**src/rtl/mtsf_pkg.sv**
```systemverilog
// Shared codes for the multitouch slot frame tracker.
// No dependencies; used by the top level and its checker.
package mtsf_pkg;
    localparam int SLOT_W = 4;
    localparam int QDEPTH = 16;
    localparam int QAW    = 4;
    localparam int CNT_W  = 5;

    localparam logic [3:0] K_FRAME = 4'd0;
    localparam logic [3:0] K_SLOT  = 4'd1;
    localparam logic [3:0] K_ID    = 4'd2;
    localparam logic [3:0] K_X     = 4'd3;
    localparam logic [3:0] K_Y     = 4'd4;
    localparam logic [3:0] K_MAJ   = 4'd5;
    localparam logic [3:0] K_MIN   = 4'd6;
    localparam logic [3:0] K_PRS   = 4'd7;

    localparam logic [1:0] TK_DOWN = 2'd0;
    localparam logic [1:0] TK_MOVE = 2'd1;
    localparam logic [1:0] TK_UP   = 2'd2;
endpackage

```
**src/rtl/mtsf_ram.sv**
```systemverilog
// Generic single-write, single-read RAM with registered read data.
// No dependencies.
module mtsf_ram #(
    parameter int WIDTH = 8,
    parameter int DEPTH = 16
) (
    input  logic                     i_clk,
    input  logic                     i_we,
    input  logic [$clog2(DEPTH)-1:0] i_waddr,
    input  logic [WIDTH-1:0]         i_wdata,
    input  logic [$clog2(DEPTH)-1:0] i_raddr,
    output logic [WIDTH-1:0]         o_rdata
);
    logic [WIDTH-1:0] r_mem [DEPTH];

    always_ff @(posedge i_clk) begin
        if (i_we) begin
            r_mem[i_waddr] <= i_wdata;
        end
        o_rdata <= r_mem[i_raddr];
    end
endmodule

```
**src/rtl/multitouch_slot_frame_tracker.sv**
```systemverilog
// Multitouch slot frame tracker: top level with slot memory and queues.
// Depends on mtsf_pkg and mtsf_ram.
//
// Takes one decoded touch event per input word (tuser = kind, tdata = value)
// and keeps per-slot id, X, Y, major, minor and pressure in a slot RAM, plus
// down and up queues of 16 entries in two small RAMs. Slot select and ignored
// kinds are handled in the idle state; a slot update also passes through S_EVW
// (RAM read, then modify and write back). A frame end walks the down queue
// (scan, queue read, result per down), the move flags (a scan per slot, a
// result per flagged slot) and the up queue (scan, queue read, result per
// up), with a scan step at each of the three phase changes, then flushes and
// clears; output stalls hold the scan and the flush. One result is held back
// so the final one can carry tlast. Output words wait in an output register
// while new events are accepted. Slot records read as empty until first
// written, through per-slot valid bits.
module multitouch_slot_frame_tracker #(
    parameter int SLOTS = 16
) (
    input  logic         i_clk,
    input  logic         i_rst_n,
    input  logic         i_cfg_we,
    input  logic [2:0]   i_cfg_wdata,   // axis_present
    input  logic         s_axis_tvalid,
    output logic         s_axis_tready,
    input  logic [31:0]  s_axis_tdata,  // [31:0] event_value
    input  logic [3:0]   s_axis_tuser,  // [3:0] kind
    output logic         m_axis_tvalid,
    input  logic         m_axis_tready,
    // [3:0] slot_index, [20:4] contact_id, [36:21] pos_x, [52:37] pos_y,
    // [68:53] major_axis, [84:69] minor_axis, [100:85] contact_pressure,
    // [101] queue_dropped, [103:102] zero
    output logic [103:0] m_axis_tdata,
    output logic [1:0]   m_axis_tuser,  // [1:0] touch_kind
    output logic         m_axis_tlast   // frame_last
);
    localparam int AW = $clog2(SLOTS);
    localparam int CW = mtsf_pkg::CNT_W;
    localparam logic [CW-1:0] SLOTS_L = CW'(SLOTS);
    localparam logic [CW-1:0] QFULL   = CW'(mtsf_pkg::QDEPTH);

    typedef struct packed {
        logic [15:0] prs;
        logic [15:0] mnr;
        logic [15:0] maj;
        logic [15:0] y;
        logic [15:0] x;
        logic [16:0] id;
    } t_rec;

    typedef struct packed {
        logic [1:0]  kind;
        logic [3:0]  slot;
        logic [16:0] id;
        logic [15:0] x;
        logic [15:0] y;
        logic [15:0] maj;
        logic [15:0] mnr;
        logic [15:0] prs;
        logic        drop;
    } t_res;

    typedef enum logic [2:0] {S_IDLE, S_EVW, S_FSCAN, S_FQ, S_FR, S_FLUSH} t_state;

    localparam t_rec REC_EMPTY = '{id: '1, default: '0};

    t_state          r_state;
    logic [1:0]      r_ph;
    logic [CW-1:0]   r_idx;
    logic [AW-1:0]   r_slot;
    logic [AW-1:0]   r_cur;
    logic [AW-1:0]   r_raddr;
    logic [3:0]      r_kind;
    logic [31:0]     r_val;
    logic [SLOTS-1:0] r_vld;
    logic [SLOTS-1:0] r_move;
    logic [CW-1:0]   r_dcnt;
    logic [CW-1:0]   r_ucnt;
    logic            r_drop;
    logic [2:0]      r_axis;
    logic            r_pend_v;
    t_res            r_pend;
    logic            r_out_v;
    logic            r_out_last;
    t_res            r_out;

    logic [AW-1:0]   ram_raddr;
    logic [$bits(t_rec)-1:0] ram_rdata;
    t_rec            rec;
    t_rec            n_rec;
    logic            slot_we;
    logic [AW-1:0]   dq_rdata;
    logic [AW-1:0]   uq_rdata;
    logic [AW-1:0]   q_slot;
    logic            dq_we;
    logic            uq_we;
    logic            rec_active;
    logic [15:0]     val_sat;
    logic            room;
    t_res            res;
    logic            emit;
    logic [AW-1:0]   slot_clamp;

    // Saturate the event value to 0..65535.
    assign val_sat = r_val[31] ? 16'd0 : ((|r_val[31:16]) ? 16'hFFFF : r_val[15:0]);

    // Clamp a slot select to the slot range.
    always_comb begin
        if (s_axis_tdata[31]) begin
            slot_clamp = '0;
        end else if (s_axis_tdata > 32'(SLOTS - 1)) begin
            slot_clamp = AW'(SLOTS - 1);
        end else begin
            slot_clamp = s_axis_tdata[AW-1:0];
        end
    end

    assign q_slot = (r_ph == mtsf_pkg::TK_UP) ? uq_rdata : dq_rdata;

    always_comb begin
        case (r_state)
            S_IDLE:  ram_raddr = r_slot;
            S_FSCAN: ram_raddr = r_idx[AW-1:0];
            S_FQ:    ram_raddr = q_slot;
            default: ram_raddr = r_cur;
        endcase
    end

    // Unwritten slots read as empty.
    assign rec        = r_vld[r_raddr] ? t_rec'(ram_rdata) : REC_EMPTY;
    assign rec_active = !rec.id[16];

    // Modify step of a slot update.
    always_comb begin
        n_rec = rec;
        dq_we = 1'b0;
        uq_we = 1'b0;
        case (r_kind)
            mtsf_pkg::K_ID: begin
                if (!r_val[31]) begin
                    n_rec.id = {1'b0, val_sat};
                    dq_we    = !rec_active && (r_dcnt < QFULL);
                end else begin
                    n_rec.id = '1;
                    uq_we    = rec_active && (r_ucnt < QFULL);
                end
            end
            mtsf_pkg::K_X: n_rec.x = val_sat;
            mtsf_pkg::K_Y: n_rec.y = val_sat;
            mtsf_pkg::K_MAJ: if (r_axis[0]) n_rec.maj = val_sat;
            mtsf_pkg::K_MIN: if (r_axis[1]) n_rec.mnr = val_sat;
            mtsf_pkg::K_PRS: if (r_axis[2]) n_rec.prs = val_sat;
            default: ;
        endcase
        if (r_state != S_EVW) begin
            dq_we = 1'b0;
            uq_we = 1'b0;
        end
    end

    assign slot_we = (r_state == S_EVW);

    // Result formed from the slot record in the read-data cycle.
    always_comb begin
        res.kind = r_ph;
        res.slot = mtsf_pkg::SLOT_W'(r_cur);
        res.x    = rec.x;
        res.y    = rec.y;
        res.drop = r_drop;
        if (r_ph == mtsf_pkg::TK_UP) begin
            res.id  = '1;
            res.maj = '0;
            res.mnr = '0;
            res.prs = '0;
        end else begin
            res.id  = rec.id;
            res.maj = rec.maj;
            res.mnr = rec.mnr;
            res.prs = rec.prs;
        end
    end

    assign emit = !((r_ph == mtsf_pkg::TK_MOVE) && rec.id[16]);
    // A held result can only be pushed while the output register is free.
    assign room = !r_pend_v || !r_out_v;

    always_ff @(posedge i_clk) begin
        r_raddr <= ram_raddr;
        if (!i_rst_n) begin
            r_state    <= S_IDLE;
            r_ph       <= mtsf_pkg::TK_DOWN;
            r_idx      <= '0;
            r_slot     <= '0;
            r_cur      <= '0;
            r_vld      <= '0;
            r_move     <= '0;
            r_dcnt     <= '0;
            r_ucnt     <= '0;
            r_drop     <= 1'b0;
            r_axis     <= 3'd7;
            r_pend_v   <= 1'b0;
            r_out_v    <= 1'b0;
            r_out_last <= 1'b0;
        end else begin
            if (i_cfg_we) begin
                r_axis <= i_cfg_wdata;
            end
            // Free the output register unless the flush refills it on this edge.
            if (r_out_v && m_axis_tready && !(r_state == S_FLUSH && r_pend_v)) begin
                r_out_v <= 1'b0;
            end
            case (r_state)
                S_IDLE: begin
                    if (s_axis_tvalid) begin
                        r_kind <= s_axis_tuser;
                        r_val  <= s_axis_tdata;
                        r_cur  <= r_slot;
                        case (s_axis_tuser)
                            mtsf_pkg::K_FRAME: begin
                                r_ph    <= mtsf_pkg::TK_DOWN;
                                r_idx   <= '0;
                                r_state <= S_FSCAN;
                            end
                            mtsf_pkg::K_SLOT: r_slot <= slot_clamp;
                            mtsf_pkg::K_ID, mtsf_pkg::K_X, mtsf_pkg::K_Y, mtsf_pkg::K_MAJ,
                            mtsf_pkg::K_MIN, mtsf_pkg::K_PRS: r_state <= S_EVW;
                            default: ;
                        endcase
                    end
                end
                S_EVW: begin
                    r_vld[r_cur] <= 1'b1;
                    if (dq_we) begin
                        r_dcnt <= r_dcnt + 1'b1;
                    end
                    if (uq_we) begin
                        r_ucnt <= r_ucnt + 1'b1;
                    end
                    if (r_kind == mtsf_pkg::K_ID && !dq_we && !uq_we &&
                        (r_val[31] ? rec_active : !rec_active)) begin
                        r_drop <= 1'b1;
                    end
                    if ((r_kind == mtsf_pkg::K_X || r_kind == mtsf_pkg::K_Y) && rec_active) begin
                        r_move[r_cur] <= 1'b1;
                    end
                    r_state <= S_IDLE;
                end
                S_FSCAN: begin
                    if (room) begin
                        case (r_ph)
                            mtsf_pkg::TK_DOWN: begin
                                if (r_idx < r_dcnt) begin
                                    r_state <= S_FQ;
                                end else begin
                                    r_ph  <= mtsf_pkg::TK_MOVE;
                                    r_idx <= '0;
                                end
                            end
                            mtsf_pkg::TK_MOVE: begin
                                if (r_idx < SLOTS_L) begin
                                    if (r_move[r_idx[AW-1:0]]) begin
                                        r_cur   <= r_idx[AW-1:0];
                                        r_state <= S_FR;
                                    end else begin
                                        r_idx <= r_idx + 1'b1;
                                    end
                                end else begin
                                    r_ph  <= mtsf_pkg::TK_UP;
                                    r_idx <= '0;
                                end
                            end
                            default: begin
                                if (r_idx < r_ucnt) begin
                                    r_state <= S_FQ;
                                end else begin
                                    r_state <= S_FLUSH;
                                end
                            end
                        endcase
                    end
                end
                S_FQ: begin
                    r_cur   <= q_slot;
                    r_state <= S_FR;
                end
                S_FR: begin
                    if (emit) begin
                        if (r_pend_v) begin
                            r_out      <= r_pend;
                            r_out_last <= 1'b0;
                            r_out_v    <= 1'b1;
                        end
                        r_pend   <= res;
                        r_pend_v <= 1'b1;
                    end
                    r_idx   <= r_idx + 1'b1;
                    r_state <= S_FSCAN;
                end
                S_FLUSH: begin
                    if (!r_pend_v || !r_out_v || m_axis_tready) begin
                        if (r_pend_v) begin
                            r_out      <= r_pend;
                            r_out_last <= 1'b1;
                            r_out_v    <= 1'b1;
                            r_pend_v   <= 1'b0;
                        end
                        r_dcnt  <= '0;
                        r_ucnt  <= '0;
                        r_move  <= '0;
                        r_drop  <= 1'b0;
                        r_state <= S_IDLE;
                    end
                end
                default: r_state <= S_IDLE;
            endcase
        end
    end

    mtsf_ram #(.WIDTH($bits(t_rec)), .DEPTH(SLOTS)) u_slot_ram (
        .i_clk   (i_clk),
        .i_we    (slot_we),
        .i_waddr (r_cur),
        .i_wdata (n_rec),
        .i_raddr (ram_raddr),
        .o_rdata (ram_rdata)
    );

    mtsf_ram #(.WIDTH(AW), .DEPTH(mtsf_pkg::QDEPTH)) u_down_q (
        .i_clk   (i_clk),
        .i_we    (dq_we),
        .i_waddr (r_dcnt[mtsf_pkg::QAW-1:0]),
        .i_wdata (r_cur),
        .i_raddr (r_idx[mtsf_pkg::QAW-1:0]),
        .o_rdata (dq_rdata)
    );

    mtsf_ram #(.WIDTH(AW), .DEPTH(mtsf_pkg::QDEPTH)) u_up_q (
        .i_clk   (i_clk),
        .i_we    (uq_we),
        .i_waddr (r_ucnt[mtsf_pkg::QAW-1:0]),
        .i_wdata (r_cur),
        .i_raddr (r_idx[mtsf_pkg::QAW-1:0]),
        .o_rdata (uq_rdata)
    );

    assign s_axis_tready = (r_state == S_IDLE);
    assign m_axis_tvalid = r_out_v;
    assign m_axis_tuser  = r_out.kind;
    assign m_axis_tlast  = r_out_last;
    assign m_axis_tdata  = {2'b00, r_out.drop, r_out.prs, r_out.mnr, r_out.maj,
                            r_out.y, r_out.x, r_out.id, r_out.slot};
endmodule

```
**config.mk**
```make
export PLATFORM = sky130hd
export DESIGN_NAME = multitouch_slot_frame_tracker
export DESIGN_NICKNAME = d
export VERILOG_FILES = /design/src/rtl/mtsf_pkg.sv /design/src/rtl/mtsf_ram.sv /design/src/rtl/multitouch_slot_frame_tracker.sv
export SDC_FILE = /design/constraint.sdc
export NUM_CORES = 2
export LEC_CHECK = 0
export CAP_MARGIN = 40
export CORE_ASPECT_RATIO = 0.7
export CORE_MARGIN = 1.5
export CORE_UTILIZATION = 40
export DETAILED_ROUTE_END_ITERATION = 8
export DONT_BUFFER_PORTS = 1
export PLACE_DENSITY = 0.59
export SLEW_MARGIN = 20
export SYNTH_ARGS = -nofsm -noshare
export SYNTH_HDL_FRONTEND = slang
export SYNTH_SLANG_ARGS = --single-unit
```
**constraint.sdc**
```tcl
create_clock -name i_clk -period 11.9 [get_ports i_clk]
set_input_delay 2.38 -clock i_clk [delete_from_list [all_inputs] [get_ports i_clk]]
set_output_delay 2.38 -clock i_clk [all_outputs]
set_load 0.01 [all_outputs]
```
# Word-level counts from Yosys, hierarchy flattened
# Memory sizes are Yosys's and may differ from the RTL's. A register that Yosys moved wholly into a read port is not among the register bits.
# Index checks and enable logic that the tools add are counted.
# W data, S select, Z words.
# classes
n_addsub	3
magnitude_cmp	10
n_eq_ne	43
mux	94
bitwise_logic	3
n_reduce_logical	44
# ops
op	count
$mux W104	3
$pmux W104 S2	1
$mux W16	12
$mux W97	1
$mux W5	9
$mux W17	2
$eq A4 B3 Y1 const B	8
$gt A32 B4 Y1 const B	1
$mux W4	8
$or A16 B16 Y16	2
$pmux W16 S2	1
$pmux W5 S2	3
$mux W1	27
$pmux W4 S3	2
$reduce_and A3 Y1	8
$mux W3	7
$reduce_and A7 Y1	3
$ne A3 B3 Y1 const B	6
$eq A4 B2 Y1 const B	4
$ne A2 B2 Y1 const B	8
$reduce_or A16 Y1	1
$add A5 B1 Y5 const B	3
$lt A4 B5 Y1 const B	3
$lt A5 B5 Y1 const B	3
other kinds (32)	71
# word_totals
reg_bits	315
ramBits	1680
input_bits	44
output_inout_bits	109
elab_cells	235
n_memories	3
# mem_list
name	depth	word_bits	rd	rd_ports_with_merged_regs	write_ports	line	text
u_slot_ram.r_mem	16	97	1	1	1	mtsf_ram.sv:14	logic [WIDTH-1:0] r_mem [DEPTH];
u_down_q.r_mem	16	4	1	1	1	mtsf_ram.sv:14	
u_up_q.r_mem	16	4	1	1	1	mtsf_ram.sv:14	

# Depth between registers and ports, before layout
# depth
depth_word	13
mapped_depth	11
mapped_depth_nobuf	8

# Cells and area by module
# From an unflattened synthesis, not the netlist that was laid out.
# unflattened
cells_unflattened	3821
area_unflattened_um2	78198.7
# by_module_without_submodules
module	instances	cells_each	area_each_um2	seq_area_each_um2
mtsf_ram at u_slot_ram	1	2484	59867.4	48546.6
multitouch_slot_frame_tracker	1	1077	12998.7	8748.4
mtsf_ram at u_down_q ...	2	130	2666.3	2001.9

# Worst setup path before layout
# No wires, ideal clock.
# synth_path
kind	input -> register
startpoint	input port m_axis_tready
endpoint	register r_out, in the netlist m_axis_tdata[0], enable pin
setup_ns	0.715
arrival_ns	10.455
t_required_ns	11.185
setup_slack_ns	0.730
path_stages	5
n_path_buf	1
path_cell_list	and3b_1 -> clkbuf_1 -> nand3_1 -> nand3_1 -> nor3b_1
# synth_via
elab_chain_len	3
# synth_rtl
element	line	text
start: declaration	multitouch_slot_frame_tracker.sv:28	input logic m_axis_tready,
$logic_or A1 B1 Y1	multitouch_slot_frame_tracker.sv:299	if (!r_pend_v || !r_out_v || m_axis_tready) begin
$ne A2 B1 Y1 (no line)	--	
$reduce_and A4 Y1 (no line)	--	
end signal: assignment	multitouch_slot_frame_tracker.sv:288	r_out <= r_pend;
end signal: assignment	multitouch_slot_frame_tracker.sv:301	r_out <= r_pend;
end: declaration	multitouch_slot_frame_tracker.sv:84	t_res r_out;
# Every way passes these cells.
# A chain may end at the register's enable or synchronous reset.

# Final worst setup path
# layout_path
startpoint	register r_ph[1]
endpoint	register u_slot_ram.o_rdata[73] (read register of u_slot_ram.r_mem)
# layout_via
elab_chain_len	3
# layout_rtl
element	line	text
start: declaration	multitouch_slot_frame_tracker.sv:67	logic [1:0] r_ph;
start signal: assignment	multitouch_slot_frame_tracker.sv:190	r_ph <= mtsf_pkg::TK_DOWN;
start signal: assignment	multitouch_slot_frame_tracker.sv:219	r_ph <= mtsf_pkg::TK_DOWN;
start signal: assignment	multitouch_slot_frame_tracker.sv:254	r_ph <= mtsf_pkg::TK_MOVE;
$eq A2 B2 Y1	multitouch_slot_frame_tracker.sv:117	assign q_slot = (r_ph == mtsf_pkg::TK_UP) ? uq_rdata : dq_rdata;
$mux W4	multitouch_slot_frame_tracker.sv:117	
$pmux W4 S3	multitouch_slot_frame_tracker.sv:120	case (r_state)
end: declaration	mtsf_ram.sv:12	output logic [WIDTH-1:0] o_rdata
# Every way passes these cells.

==> metrics.txt <==
Worst EP required 12.58 ns; Via Count 41320; status finished, final reports clean; Mean Syn Cell Area 18.02 um2; Max-Cap Viols 0; sequential share of the synthesized area 0.7773; HP Start r_pend[55]$_DFFE_PP_; final critical-path share of the clock period 0.4470; Yosys warning count 0; ys async rst share 0; max_slew headroom 0.2052; CP Class flop to flop; placed cell count 6960; EDFF count, synth 1924; Final Wtd Congestion 0.7953; Yosys reg bits 2100; Detail Route Antenna Nets 0; post-DP HPWL 107800 um; fmax 0.1880 GHz; CTS Root Cell clkbuf_16; first-pass GRT wire length 292400 um; CP peak stage delay 0.76 ns; WP data arrival 6.00 ns; Nets 4608; GRT Overall Usage 0.2028; largest net degree at the start of global routing 140; clock buffer count from CTS 196; die span in y 374.5 um; Mapped Cells 4377; Syn-to-layout area delta 14.28%; die area 199900 um2; clock buffer depth 3; Worst Path Max Fanout 138; via-per-instance ratio 5.623; reg2reg start r_ph[1]$_SDFFE_PN0P_; Worst R2R Setup Slack 6.58 ns; # IOs 153; Post-Syn Area 78860 um2; crit start category flop; Tightest Pin Transition 1.192 ns; Core ar. 196000 um2; crit path from r_ph[1]$_SDFFE_PN0P_; non-filler cells, final 7348; 1st-iter DRT viols 4300; Hold Path Class flop to flop; Max Slew Vio Count 0; crit path max-delay cell type buf_4; Critical Path End Type flop; fillers 16550; GR Overflow Total 0; minimum clock period 5.319 ns; Yosys cell types 73; # setup viols final 0; Pre-antenna DRT Iters 5; PortBufs 0; Overall Power 15330 uW; Detailed Route WL 206000 um; Finished Core Util 0.4597; RSZ-0062 raised after global routing false; Post-synth top flop edfxtp_1; Hold Crit Endpoint m_axis_tdata[43]$_DFFE_PP_; die width 533.7 um; Sum Neg Setup Slack 0 ns; worst-case reg-to-reg path depth 8; H-tree levels 4; CTS tree built; share of layout cells above drive strength 1 0.1351; Crit Reg-Reg Endpoint u_slot_ram.o_rdata[73]$_DFF_P_; crit path cell chain nand2b_2 -> a2111o_1 -> nand3_4 -> buf_4 -> buf_12 -> mux2i_1 -> o22ai_1 -> or4_1; number of stages on the worst hold path 0; cts hold-fix bufs 0; Worst Skew 0.05273 ns; switch share 0.2107; Reg power frac 0.532; initial antenna violation count 14; Routed WL per cell 28.03 um; Final Hold Vio Count 0; area of all sequential standard cells 61300 um2; power density over cell area 170.2 nW/um2; Post CTS Setup Buffer Count 0; largest vdd supply drop 0.1655 mV; vias in the first global route 39950; Area after DPL 83320 um2; multi-input logic area 16580 um2; P_leak 0.03401 uW; post_cts resized 0; initial core utilization 0.4023; worst skew pair latency 0.84 ns; Residual DRC 0; switching pwr 3231 uW; number of cell rows 136; CTS clk-pin slew, worst paths 0.06 ns; internal power 12100 uW; Logic pwr share 0.049; clock network fraction of design power 0.419; clk sinks 2100; design area 90110 um2
flip-flops by register name (all words and copies together), names as in the netlist, 4 cells and up:
| signal | cells |
|---|---|
| u_up_q.r_mem | 64 |
| r_val | 32 |
| r_idx | 5 |
| r_ucnt | 5 |
| r_vld | 16 |
| r_raddr | 4 |
| r_cur | 4 |
| u_down_q.o_rdata | 4 |
| u_down_q.r_mem | 64 |
| u_up_q.o_rdata | 4 |
| r_dcnt | 5 |
| u_slot_ram.r_mem | 1552 |
| r_kind | 4 |
| r_move | 16 |
| r_pend | 104 |
| u_slot_ram.o_rdata | 97 |
| m_axis_tdata | 102 |
| r_slot | 4 |
power by group through the flow:
stage / combinational (uW) / clock [uW] / sequential [uW]
3_5_place_dp: 752 / 0 / 8320
3_3_place_gp: 732 / 0 / 8320
6_report: 758 / 6420 / 8160
5_1_grt: 809 / 6810 / 8160
2_1_floorplan: 530 / 0 / 8290
4_1_cts: 755 / 6540 / 8160
cells by family (layout without fill, tap and decap cells):
family / Yosys count / in the layout / synth area share
xor+xnor: 4 / 4 / 0.0004442
mux: 832 / 832 / 0.1133
buf+inv: 269 / 606 / 0.01590
fa+ha+maj: 18 / 18 / 0.002856
compound gates: 619 / 619 / 0.05063
other cells: 1 / 13 / 0.00004755
simple gates: 534 / 534 / 0.03951
flops: 2100 / 2100 / 0.7773
Yosys cell counts (4+ instances only):
| master | number | area share |
|---|---|---|
| a21oi_1 | 15 | 0.00095 |
| a22o_1 | 19 | 0.0021 |
| a31oi_1 | 4 | 0.00032 |
| and2_1 | 43 | 0.0034 |
| and3_1 | 75 | 0.0060 |
| and4_1 | 9 | 0.0010 |
| buf_1 | 18 | 0.00086 |
| buf_2 | 122 | 0.0077 |
| buf_4 | 15 | 0.0014 |
| buf_6 | 4 | 0.00057 |
| clkbuf_1 | 85 | 0.0040 |
| dfxtp_1 | 176 | 0.045 |
| edfxtp_1 | 1924 | 0.73 |
| ha_1 | 18 | 0.0029 |
| inv_1 | 17 | 0.00081 |
| inv_2 | 4 | 0.00019 |
| mux2i_1 | 781 | 0.099 |
| mux4_2 | 48 | 0.014 |
| nand2_1 | 77 | 0.0037 |
| nand2b_1 | 27 | 0.0021 |
| nand3_1 | 70 | 0.0044 |
| nand3_2 | 7 | 0.00089 |
| nand4_1 | 9 | 0.00071 |
| nor2_1 | 59 | 0.0028 |
| nor2b_1 | 11 | 0.00087 |
| nor3_1 | 12 | 0.00076 |
| nor4_1 | 12 | 0.00095 |
| o21a_1 | 17 | 0.0016 |
| o21ai_0 | 99 | 0.0063 |
| o21bai_1 | 17 | 0.0016 |
| o22a_1 | 16 | 0.0018 |
| o22ai_1 | 389 | 0.031 |
| o31ai_1 | 13 | 0.0012 |
| or3_1 | 6 | 0.00048 |
| or4_1 | 100 | 0.0095 |
| xnor2_1 | 4 | 0.00044 |
critical path, delay by kind of cell (launching register included):
family | cells | cell delay [ns]
compound gates | 2 | 0.76
mux | 1 | 0.31
simple gates | 3 | 1.69
buf+inv | 2 | 1.45
flops | 1 | 0.54
routing by layer:
metal,GRT usage,vias to the layer above,wire [um]
met5,0,-,25
met2,0.3210,1404,96500
met1,0.2879,21650,90800
met4,0.05022,4,4260
li1,-,17970,-
met3,0.03935,290,14400
how the worst max path moves through the flow:
stage | depth (start not counted) | slack [ns] | end
after floorplan | 5 | 0.73 | m_axis_tdata[0]$_DFFE_PP_
after global routing | 8 | 6.36 | u_slot_ram.o_rdata[73]$_DFF_P_
after CTS | 9 | 6.65 | u_slot_ram.o_rdata[54]$_DFF_P_
final | 8 | 6.58 | u_slot_ram.o_rdata[73]$_DFF_P_
after detailed placement | 9 | 6.72 | u_slot_ram.o_rdata[34]$_DFF_P_
after global placement | 8 | 6.70 | u_slot_ram.o_rdata[37]$_DFF_P_
cell usage in the layout, fill, tap and decap left out, types with 12 or more instances in the layout:
| cell type | n |
|---|---|
| nor2_1 | 43 |
| edfxtp_1 | 1924 |
| buf_4 | 170 |
| or4_1 | 100 |
| ha_1 | 18 |
| buf_12 | 19 |
| o31ai_1 | 13 |
| o22ai_1 | 389 |
| inv_1 | 17 |
| and3_1 | 75 |
| dfxtp_1 | 174 |
| nand2b_1 | 26 |
| mux4_2 | 48 |
| a21oi_1 | 14 |
| and2_1 | 43 |
| clkbuf_16 | 202 |
| clkbuf_1 | 38 |
| nor3_1 | 12 |
| bufinv_16 | 16 |
| nand2_1 | 77 |
| a22o_1 | 19 |
| clkbuf_8 | 38 |
| clkinv_2 | 39 |
| o21ai_0 | 98 |
| o22a_1 | 16 |
| nor2_4 | 16 |
| buf_16 | 16 |
| mux2i_1 | 781 |
| nor4_1 | 12 |
| clkinv_1 | 20 |
| nand3_1 | 67 |
| o21a_1 | 17 |
layout make-up:
type,count,area share
clock buffers,278,0.06348
multi-input cells,2009,0.1840
diodes,11,0.0003055
inverters,23,0.0009580
repair buffers,216,0.02444
flip-flops and latches,2100,0.6803
well taps,2622,0.03641
clock inverters,89,0.01018
stage by stage:
step / setup slack, ns / hold slack, ns
2_1_floorplan: 0.7297 / 0.4003
3_3_place_gp: 6.697 / 0.4057
3_5_place_dp: 6.719 / 0.4065
4_1_cts: 6.645 / 0.3876
5_1_grt: 6.362 / 0.4058
6_report: 6.581 / 0.3960
Note: power is estimated with default switching activity, not from simulation.
